<file path="src/rgb_to_hsv_converter_defines.svh">
// Assertion macros shared by the converter's RTL files.
// Define NO_ASSERTIONS to compile the checks out.
`ifndef RGB_TO_HSV_CONVERTER_DEFINES_SVH
`define RGB_TO_HSV_CONVERTER_DEFINES_SVH

`ifndef NO_ASSERTIONS

// Same-cycle implication, checked at every rising edge outside reset.
`define RHC_ASSERT_IMPLY(lbl, clk, rst_n, ante, cons) \
  lbl: assert property (@(posedge clk) disable iff (!rst_n) (ante) |-> (cons)) \
    else $error("rgb_to_hsv_converter: same-cycle check failed");

// Next-cycle implication, checked at every rising edge outside reset.
`define RHC_ASSERT_NEXT(lbl, clk, rst_n, ante, cons) \
  lbl: assert property (@(posedge clk) disable iff (!rst_n) (ante) |=> (cons)) \
    else $error("rgb_to_hsv_converter: next-cycle check failed");

`else

`define RHC_ASSERT_IMPLY(lbl, clk, rst_n, ante, cons)
`define RHC_ASSERT_NEXT(lbl, clk, rst_n, ante, cons)

`endif

`endif

</file>
<file path="src/rhc_pkg.sv">
package rhc_pkg;

  localparam int CH_W              = 8;
  localparam int HUE_W             = 15;
  localparam int SAT_NUM_W         = 16;
  localparam int HUE_FRAC_BITS_DEF = 6;

  typedef struct packed {
    logic [CH_W-1:0] red;
    logic [CH_W-1:0] green;
    logic [CH_W-1:0] blue;
  } pixel_t;

  typedef struct packed {
    logic [HUE_W-1:0] hue_out;
    logic [CH_W-1:0]  sat_out;
    logic [CH_W-1:0]  val_out;
  } hsv_t;

  // Which channel holds the maximum; selects the hue sector offset.
  typedef enum logic [1:0] {
    SECT_RED,
    SECT_GREEN,
    SECT_BLUE
  } sect_t;

  // Per-pixel side information that rides along the divider chain.
  typedef struct packed {
    logic            grey;
    logic            black;
    logic            neg;
    sect_t           sect;
    logic [CH_W-1:0] val;
  } side_t;

endpackage

</file>
<file path="src/rgb_to_hsv_converter.sv">
// A pixel passes the front-stage register, NSTEPS division cells and the output register,
// where NSTEPS = max(8, bits of 60 << HUE_FRAC_BITS).
// Throughput: one pixel per clock cycle, set by a chain of NSTEPS division cells
// that each resolve one quotient bit of saturation and hue for a different pixel.
// Reset (rst_n low, synchronous) empties the pipeline; busy is high during reset
// and in the cycle after it, then stays low. The receiver cannot stall.
`include "rgb_to_hsv_converter_defines.svh"

module rgb_to_hsv_converter
  import rhc_pkg::*;
#(
  parameter int HUE_FRAC_BITS = HUE_FRAC_BITS_DEF
) (
  input  logic   clk,
  input  logic   rst_n,
  input  logic   start,
  output logic   busy,
  input  pixel_t in_data,
  output logic   out_valid,
  output hsv_t   out_data
);

  // Hue scale: one 60 degree sector and the full circle in hue units.
  localparam int SECTOR    = 60 << HUE_FRAC_BITS;
  localparam int HUE_FULL  = 360 << HUE_FRAC_BITS;
  // The hue numerator is SECTOR times a channel difference.
  localparam int HUE_NUM_W = $clog2(SECTOR * 255 + 1);
  // The hue fraction never exceeds one sector; saturation never exceeds 255.
  localparam int HUE_QW    = $clog2(SECTOR + 1);
  localparam int NSTEPS    = (HUE_QW > CH_W) ? HUE_QW : CH_W;
  // Width for assembling the hue before it is cut to the port width.
  localparam int HUE_FW    = $clog2(HUE_FULL + 1);
  localparam int HW        = (HUE_FW > HUE_W) ? HUE_FW : HUE_W;

  // A transaction is taken whenever start is high and busy is low. After
  // reset the block never pushes back, since every stage advances each cycle.
  logic busy_r;
  logic accept;

  always_ff @(posedge clk) begin
    if (!rst_n) begin
      busy_r <= 1'b1;
    end else begin
      busy_r <= 1'b0;
    end
  end

  assign busy   = busy_r;
  assign accept = start && !busy_r;

  // Front stage: find max and min, pick the hue sector by channel priority
  // (red, then green, then blue) and form the signed channel difference.
  logic [CH_W-1:0] mx, mn, delta, pos, neg, absd;
  sect_t           sect;
  side_t           side_nxt;

  always_comb begin
    mx = in_data.red;
    mn = in_data.red;
    if (in_data.green > mx) mx = in_data.green;
    if (in_data.blue > mx)  mx = in_data.blue;
    if (in_data.green < mn) mn = in_data.green;
    if (in_data.blue < mn)  mn = in_data.blue;
    delta = mx - mn;

    if (in_data.red == mx) begin
      sect = SECT_RED;
      pos  = in_data.green;
      neg  = in_data.blue;
    end else if (in_data.green == mx) begin
      sect = SECT_GREEN;
      pos  = in_data.blue;
      neg  = in_data.red;
    end else begin
      sect = SECT_BLUE;
      pos  = in_data.red;
      neg  = in_data.green;
    end
    absd = (pos >= neg) ? (pos - neg) : (neg - pos);

    side_nxt.grey  = (delta == '0);
    side_nxt.black = (mx == '0);
    side_nxt.neg   = (pos < neg);
    side_nxt.sect  = sect;
    side_nxt.val   = mx;
  end

  logic            p1_vld_r;
  side_t           p1_side_r;
  logic [CH_W-1:0] p1_delta_r, p1_absd_r, p1_max_r;

  always_ff @(posedge clk) begin
    if (!rst_n) begin
      p1_vld_r <= 1'b0;
    end else begin
      p1_vld_r <= accept;
    end
    p1_side_r  <= side_nxt;
    p1_delta_r <= delta;
    p1_absd_r  <= absd;
    p1_max_r   <= mx;
  end

  // Numerators for the two divisions; both are products with constants.
  logic [HUE_NUM_W-1:0] hue_num;
  logic [SAT_NUM_W-1:0] sat_num;

  assign hue_num = HUE_NUM_W'(SECTOR) * HUE_NUM_W'(p1_absd_r);
  assign sat_num = (SAT_NUM_W'(p1_delta_r) << CH_W) - SAT_NUM_W'(p1_delta_r);

  // Division chain: cell k resolves quotient bit NSTEPS-1-k of both lanes.
  // The hue lane divides by delta, the saturation lane by max.
  logic                 c_vld  [0:NSTEPS];
  side_t                c_side [0:NSTEPS];
  logic [HUE_NUM_W-1:0] c_hrem [0:NSTEPS];
  logic [CH_W-1:0]      c_hden [0:NSTEPS];
  logic [NSTEPS-1:0]    c_hq   [0:NSTEPS];
  logic [SAT_NUM_W-1:0] c_srem [0:NSTEPS];
  logic [CH_W-1:0]      c_sden [0:NSTEPS];
  logic [NSTEPS-1:0]    c_sq   [0:NSTEPS];

  assign c_vld[0]  = p1_vld_r;
  assign c_side[0] = p1_side_r;
  assign c_hrem[0] = hue_num;
  assign c_hden[0] = p1_delta_r;
  assign c_hq[0]   = '0;
  assign c_srem[0] = sat_num;
  assign c_sden[0] = p1_max_r;
  assign c_sq[0]   = '0;

  for (genvar k = 0; k < NSTEPS; k++) begin : g_cell
    rhc_div_cell #(
      .HUE_NUM_W (HUE_NUM_W),
      .QW        (NSTEPS),
      .BIT       (NSTEPS - 1 - k)
    ) u_cell (
      .clk       (clk),
      .rst_n     (rst_n),
      .vld_i     (c_vld[k]),
      .side_i    (c_side[k]),
      .hue_rem_i (c_hrem[k]),
      .hue_den_i (c_hden[k]),
      .hue_q_i   (c_hq[k]),
      .sat_rem_i (c_srem[k]),
      .sat_den_i (c_sden[k]),
      .sat_q_i   (c_sq[k]),
      .vld_o     (c_vld[k+1]),
      .side_o    (c_side[k+1]),
      .hue_rem_o (c_hrem[k+1]),
      .hue_den_o (c_hden[k+1]),
      .hue_q_o   (c_hq[k+1]),
      .sat_rem_o (c_srem[k+1]),
      .sat_den_o (c_sden[k+1]),
      .sat_q_o   (c_sq[k+1])
    );
  end

  // Back stage: add the sector base to the fraction, or subtract it for a
  // negative difference. A negative result can only happen in the red sector
  // and wraps around by a full circle. Grey pixels get hue zero and black
  // pixels get saturation zero, covering the divisions by zero.
  side_t             fin_side;
  logic [HW-1:0]     frac, base, hue_full;
  logic [CH_W-1:0]   sat_fin;
  hsv_t              out_nxt;

  always_comb begin
    fin_side = c_side[NSTEPS];
    frac     = HW'(c_hq[NSTEPS][HUE_QW-1:0]);
    case (fin_side.sect)
      SECT_RED:   base = '0;
      SECT_GREEN: base = HW'(2 * SECTOR);
      SECT_BLUE:  base = HW'(4 * SECTOR);
      default:    base = '0;
    endcase

    if (fin_side.grey) begin
      hue_full = '0;
    end else if (!fin_side.neg) begin
      hue_full = base + frac;
    end else if (base >= frac) begin
      hue_full = base - frac;
    end else begin
      hue_full = HW'(HUE_FULL) - frac;
    end

    sat_fin = fin_side.black ? '0 : c_sq[NSTEPS][CH_W-1:0];

    out_nxt.hue_out = hue_full[HUE_W-1:0];
    out_nxt.sat_out = sat_fin;
    out_nxt.val_out = fin_side.val;
  end

  logic out_valid_r;
  hsv_t out_data_r;

  always_ff @(posedge clk) begin
    if (!rst_n) begin
      out_valid_r <= 1'b0;
    end else begin
      out_valid_r <= c_vld[NSTEPS];
    end
    out_data_r <= out_nxt;
  end

  assign out_valid = out_valid_r;
  assign out_data  = out_data_r;

  // A black pixel has neither saturation nor hue; zero saturation means a
  // grey pixel, so hue must be zero too; an accepted pixel enters the chain.
  `RHC_ASSERT_IMPLY(a_black_zero, clk, rst_n, out_valid && (out_data.val_out == '0), (out_data.sat_out == '0) && (out_data.hue_out == '0))
  `RHC_ASSERT_IMPLY(a_grey_hue, clk, rst_n, out_valid && (out_data.sat_out == '0), out_data.hue_out == '0)
  `RHC_ASSERT_NEXT(a_accept_enters, clk, rst_n, start && !busy, p1_vld_r)

endmodule

</file>
<file path="src/rhc_div_cell.sv">
`include "rgb_to_hsv_converter_defines.svh"

module rhc_div_cell
  import rhc_pkg::*;
#(
  parameter int HUE_NUM_W = 22,
  parameter int QW        = 12,
  parameter int BIT       = 0
) (
  input  logic                 clk,
  input  logic                 rst_n,
  input  logic                 vld_i,
  input  side_t                side_i,
  input  logic [HUE_NUM_W-1:0] hue_rem_i,
  input  logic [CH_W-1:0]      hue_den_i,
  input  logic [QW-1:0]        hue_q_i,
  input  logic [SAT_NUM_W-1:0] sat_rem_i,
  input  logic [CH_W-1:0]      sat_den_i,
  input  logic [QW-1:0]        sat_q_i,
  output logic                 vld_o,
  output side_t                side_o,
  output logic [HUE_NUM_W-1:0] hue_rem_o,
  output logic [CH_W-1:0]      hue_den_o,
  output logic [QW-1:0]        hue_q_o,
  output logic [SAT_NUM_W-1:0] sat_rem_o,
  output logic [CH_W-1:0]      sat_den_o,
  output logic [QW-1:0]        sat_q_o
);

  // Compare widths large enough for the divisor shifted by this cell's bit.
  localparam int SH_W = CH_W + BIT;
  localparam int HXW  = (SH_W > HUE_NUM_W) ? SH_W : HUE_NUM_W;
  localparam int SXW  = (SH_W > SAT_NUM_W) ? SH_W : SAT_NUM_W;

  logic                 vld_r;
  side_t                side_r;
  logic [HUE_NUM_W-1:0] hue_rem_r, hue_rem_nxt;
  logic [CH_W-1:0]      hue_den_r;
  logic [QW-1:0]        hue_q_r, hue_q_nxt;
  logic [SAT_NUM_W-1:0] sat_rem_r, sat_rem_nxt;
  logic [CH_W-1:0]      sat_den_r;
  logic [QW-1:0]        sat_q_r, sat_q_nxt;

  logic [HXW-1:0] hue_rem_x, hue_sh;
  logic [SXW-1:0] sat_rem_x, sat_sh;
  logic           hue_bit, sat_bit;

  // One restoring division step per lane: try to subtract divisor << BIT.
  always_comb begin
    hue_rem_x   = HXW'(hue_rem_i);
    hue_sh      = HXW'(hue_den_i) << BIT;
    hue_bit     = (hue_rem_x >= hue_sh);
    hue_rem_nxt = hue_bit ? HUE_NUM_W'(hue_rem_x - hue_sh) : hue_rem_i;
    hue_q_nxt   = {hue_q_i[QW-2:0], hue_bit};

    sat_rem_x   = SXW'(sat_rem_i);
    sat_sh      = SXW'(sat_den_i) << BIT;
    sat_bit     = (sat_rem_x >= sat_sh);
    sat_rem_nxt = sat_bit ? SAT_NUM_W'(sat_rem_x - sat_sh) : sat_rem_i;
    sat_q_nxt   = {sat_q_i[QW-2:0], sat_bit};
  end

  always_ff @(posedge clk) begin
    if (!rst_n) begin
      vld_r <= 1'b0;
    end else begin
      vld_r <= vld_i;
    end
    side_r    <= side_i;
    hue_rem_r <= hue_rem_nxt;
    hue_den_r <= hue_den_i;
    hue_q_r   <= hue_q_nxt;
    sat_rem_r <= sat_rem_nxt;
    sat_den_r <= sat_den_i;
    sat_q_r   <= sat_q_nxt;
  end

  assign vld_o     = vld_r;
  assign side_o    = side_r;
  assign hue_rem_o = hue_rem_r;
  assign hue_den_o = hue_den_r;
  assign hue_q_o   = hue_q_r;
  assign sat_rem_o = sat_rem_r;
  assign sat_den_o = sat_den_r;
  assign sat_q_o   = sat_q_r;

  // The remainder left behind must be below the divisor at this bit weight.
  logic [HXW-1:0] hue_rem_chk, hue_sh_chk;
  logic [SXW-1:0] sat_rem_chk, sat_sh_chk;
  assign hue_rem_chk = HXW'(hue_rem_r);
  assign hue_sh_chk  = HXW'(hue_den_r) << BIT;
  assign sat_rem_chk = SXW'(sat_rem_r);
  assign sat_sh_chk  = SXW'(sat_den_r) << BIT;

  `RHC_ASSERT_IMPLY(a_hue_rem_bound, clk, rst_n, vld_r && (hue_den_r != '0), hue_rem_chk < hue_sh_chk)
  `RHC_ASSERT_IMPLY(a_sat_rem_bound, clk, rst_n, vld_r && (sat_den_r != '0), sat_rem_chk < sat_sh_chk)
  `RHC_ASSERT_IMPLY(a_grey_den, clk, rst_n, vld_r && (hue_den_r == '0), side_r.grey)

endmodule

</file>
<file path="config.mk">
export PLATFORM = sky130hd
export DESIGN_NAME = rgb_to_hsv_converter
export DESIGN_NICKNAME = d
export VERILOG_FILES = /design/src/rhc_pkg.sv /design/src/rgb_to_hsv_converter.sv /design/src/rhc_div_cell.sv
export VERILOG_INCLUDE_DIRS = /design/src /design/src/src
export SDC_FILE = /design/constraint.sdc
export NUM_CORES = 1
export LEC_CHECK = 0
export BUFFER_PORTS_ARGS = -buffer_cell sky130_fd_sc_hd__buf_4
export CAP_MARGIN = 15
export CORE_UTILIZATION = 55
export DETAILED_ROUTE_END_ITERATION = 10
export PLACE_DENSITY = 0.71
export SYNTH_ARGS = -nofsm -noshare
export SYNTH_HDL_FRONTEND = slang
export SYNTH_SLANG_ARGS = --single-unit
</file>
<file path="constraint.sdc">
create_clock -name clk -period 8.4 [get_ports clk]
set_input_delay 1.68 -clock clk [delete_from_list [all_inputs] [get_ports clk]]
set_output_delay 1.68 -clock clk [all_outputs]
set_load 0.005 [all_outputs]
</file>
==> flow_metrics.env <==
export IMPL_status="complete, no violations"
export IMPL_routed_wl_mm=58.7
export IMPL_post_dp_cell_area_um2=32500
export IMPL_clock_skew_ps=26.5
export IMPL_via_count=21100
export IMPL_layout_common_cells="dfxtp_1 (758), inv_1 (317), ha_1 (261), nand2_1 (206), nor2_1 (200)"
export IMPL_tritoncts="built"
export IMPL_die_w_um=240
export IMPL_multi_input_area_um2=14600
export IMPL_antenna_found_initial=0
export IMPL_hold_viol_final=0
export IMPL_coreArea_um2=55500
export IMPL_hold_path_class="flip-flop to flip-flop"
export IMPL_ys_types=82
export IMPL_die_h_um=240
export IMPL_synthCells=3125
export IMPL_final_area_um2=35000
export IMPL_grt_util_all_layers=0.211
export IMPL_slew_violations=0
export IMPL_htreeDepth=3
export IMPL_viasPerCell=5.24
export IMPL_yosys_warnings=0
export IMPL_setup_viol=0
export IMPL_rsz0062_at_grt="no"
export IMPL_crit_fanout=28
export IMPL_cp_required_ps=8950
export IMPL_grt_first_pass_wirelength_mm=99.8
export IMPL_portBuffers=59
export IMPL_path_clk_slew_ps=60
export IMPL_numCtsBuffers=75
export IMPL_fin_tns_setup_ps=0
export IMPL_grt_start_max_net_pins=29
export IMPL_final_net_count=3550
export IMPL_clock_root_buffer="clkbuf_16"
export IMPL_area_delta_synth_final_pct=12.3
export IMPL_syn_area_um2=31200
export IMPL_synth_top_family_by_area="adder cells"
export IMPL_cts_resized=0
export IMPL_postCtsSetupRepairBufs=0
export IMPL_final_cell_count_no_fill=4031
export IMPL_pin_count=60
export IMPL_cts_sinks=758
export IMPL_cts_hold_buf=0
export IMPL_ant_nets=0
export IMPL_die_area_um2=57600
export IMPL_syn_avg_cell_area_um2=9.97
export IMPL_final_common_cell="dfxtp_1"
export IMPL_layout_drive_gt1_share=0.0859
export IMPL_regArea_um2=15200
export IMPL_min_period_ps=7510
export IMPL_synth_mux_area_frac=0.0289
export IMPL_tightest_slew_ps=1180
export IMPL_reg2regPathDepth=17
export IMPL_hpwlAfterDp_mm=45.0
export IMPL_synth_compound_area_frac=0.123
export IMPL_synth_seq_cells=758
export IMPL_critPathLaunchType="input pin"
export IMPL_end_kind="flip-flop"
export IMPL_clk_latency_ps=620
export IMPL_cts_path_max_buffers=3
export IMPL_worstSetupPathType="input pin to flip-flop"
export IMPL_hold_path_depth=0
export IMPL_max_cap_violations=0
export IMPL_num_antenna_cells=0
export IMPL_drt_pass1_iterations=5
export IMPL_syn_nets=3452
export IMPL_n_fill_cell=4471
export IMPL_gp_congestion=0.915
export IMPL_drtIter0Drc=913
export IMPL_rows=86
export IMPL_grt_pass1_vias=21600
export IMPL_synth_edf_count=0
export IMPL_wl_per_cell_um=14.6
export IMPL_drcViolationCount=0
export IMPL_cp_arrival_ps=8050
export IMPL_max_freq_ghz=0.133
export IMPL_synthArstFlopShare=0
export IMPL_slew_headroom=0.209
export IMPL_synthXorXnorAreaFrac=0.0602
export IMPL_final_period_utilization=0.894
export IMPL_ys_flop_type="dfxtp_1"
export IMPL_start_util=0.561
export IMPL_grt_overflow_total=0
export IMPL_synthSimpleGateAreaFrac=0.126
export IMPL_synthAdderAreaFrac=0.130
export IMPL_ys_seq_area_frac=0.487
export IMPL_dpl_cell_count=3894
## synth_stat cells (6+ instances only)
cell type,instances,share of area
dfxtp_1,758,0.49
inv_1,317,0.038
ha_1,261,0.10
nand2_1,206,0.025
nor2_1,200,0.024
o21ai_0,188,0.030
a21oi_1,155,0.025
xnor2_1,125,0.035
xor2_1,89,0.025
nor2b_1,61,0.012
nor3_1,55,0.0088
mux2_2,50,0.018
a21o_1,48,0.012
clkbuf_1,46,0.0055
nand2b_1,40,0.0080
o21a_1,40,0.0096
fa_1,39,0.025
o31ai_1,38,0.0092
nor4_1,36,0.0072
nand4_1,32,0.0064
mux2i_1,30,0.0096
a21boi_0,29,0.0070
nand3_1,26,0.0042
or3_1,26,0.0052
or2_2,20,0.0040
and2_1,19,0.0038
a211oi_1,18,0.0043
a31oi_1,13,0.0026
or4_1,11,0.0027
o21bai_1,10,0.0024
o211ai_1,9,0.0022
nand3b_1,8,0.0019
o31a_1,8,0.0022
and3_1,7,0.0014
buf_2,7,0.0011
a211o_1,6,0.0017
nand4b_1,6,0.0017
nor3b_1,6,0.0014
nor4b_1,6,0.0017
## state kept, by name (all words and copies together), names as in the netlist, 5 cells and up
register,cells
g_cell.u_cell.side_o,68
g_cell.u_cell.hue_den_o,88
out_data,31
g_cell.u_cell.hue_rem_o,160
p1_delta_r,8
g_cell.u_cell.sat_den_o,88
g_cell.u_cell.vld_o,12
c_side,5
g_cell.u_cell.hue_q_o,78
g_cell.u_cell.sat_rem_o,165
p1_max_r,8
p1_absd_r,8
g_cell.u_cell.sat_q_o,36
## logic make-up (layout without fill, tap and decap cells)
kind of cell / after synthesis / after routing
compound gates: 614 / 614
fa+ha+maj: 300 / 300
xor+xnor: 214 / 214
mux: 82 / 82
flops: 758 / 758
simple gates: 784 / 784
buf+inv: 373 / 531
## layer usage
layer	routed length [um]	track usage	vias up
met3	1870	0.0324	127
met1	23900	0.225	9851
met2	31200	0.409	332
met5	0	0	-
li1	-	-	10800
met4	1750	0.0870	0
## cell type report
type / count / area share
flip-flops and latches: 758 / 0.434
clock buffers: 112 / 0.0625
clock inverters: 25 / 0.00901
repair buffers: 76 / 0.0167
multi-input cells: 1994 / 0.417
well taps: 748 / 0.0268
inverters: 318 / 0.0343
## metrics by stage
stage / setup slack [ps] / hold WS, ps / utilization
detailed placement: 335 / 312 / 0.585
finish: 894 / 313 / 0.630
global placement: 397 / 310 / 0.585
CTS: 986 / 311 / 0.630
global route: 299 / 316 / 0.630
floorplan: 748 / 310 / -
## critical path: stages
cell and delay (ps):
buf_4 140, inv_1 130, ha_1 270, and4b_1 220, a211o_1 300, a21o_1 190, and2_1 220, a21oi_1 270
ha_1 290, nor2b_1 130, o211ai_1 160, a21oi_1 150, o211ai_1 240, o311ai_0 280, a221oi_4 780, buf_12 240
nand2_1 80, o21a_1 120, ha_1 380, a21oi_1 170, o21ai_0 130, nor2_1 340, mux2_2 370, o21ai_0 220
a21oi_1 150, o21ai_0 230, xnor2_1 140
## final timing paths
| path | end | startpoint | slack [ps] |
|---|---|---|---|
| worst max register to register | g_cell[0].u_cell.hue_rem_o[18] | p1_absd_r[1] | 3540 |
| worst min register to register | g_cell[7].u_cell.side_o[11] | g_cell[6].u_cell.side_o[11] | 310 |
| worst max-delay path | p1_absd_r[7] | in_data[18] | 890 |
| worst min-delay path | g_cell[7].u_cell.side_o[11] | g_cell[6].u_cell.side_o[11] | 310 |
Power is not shown: default switching activity piles up to over one toggle a cycle in this logic, so the estimate is an artifact.
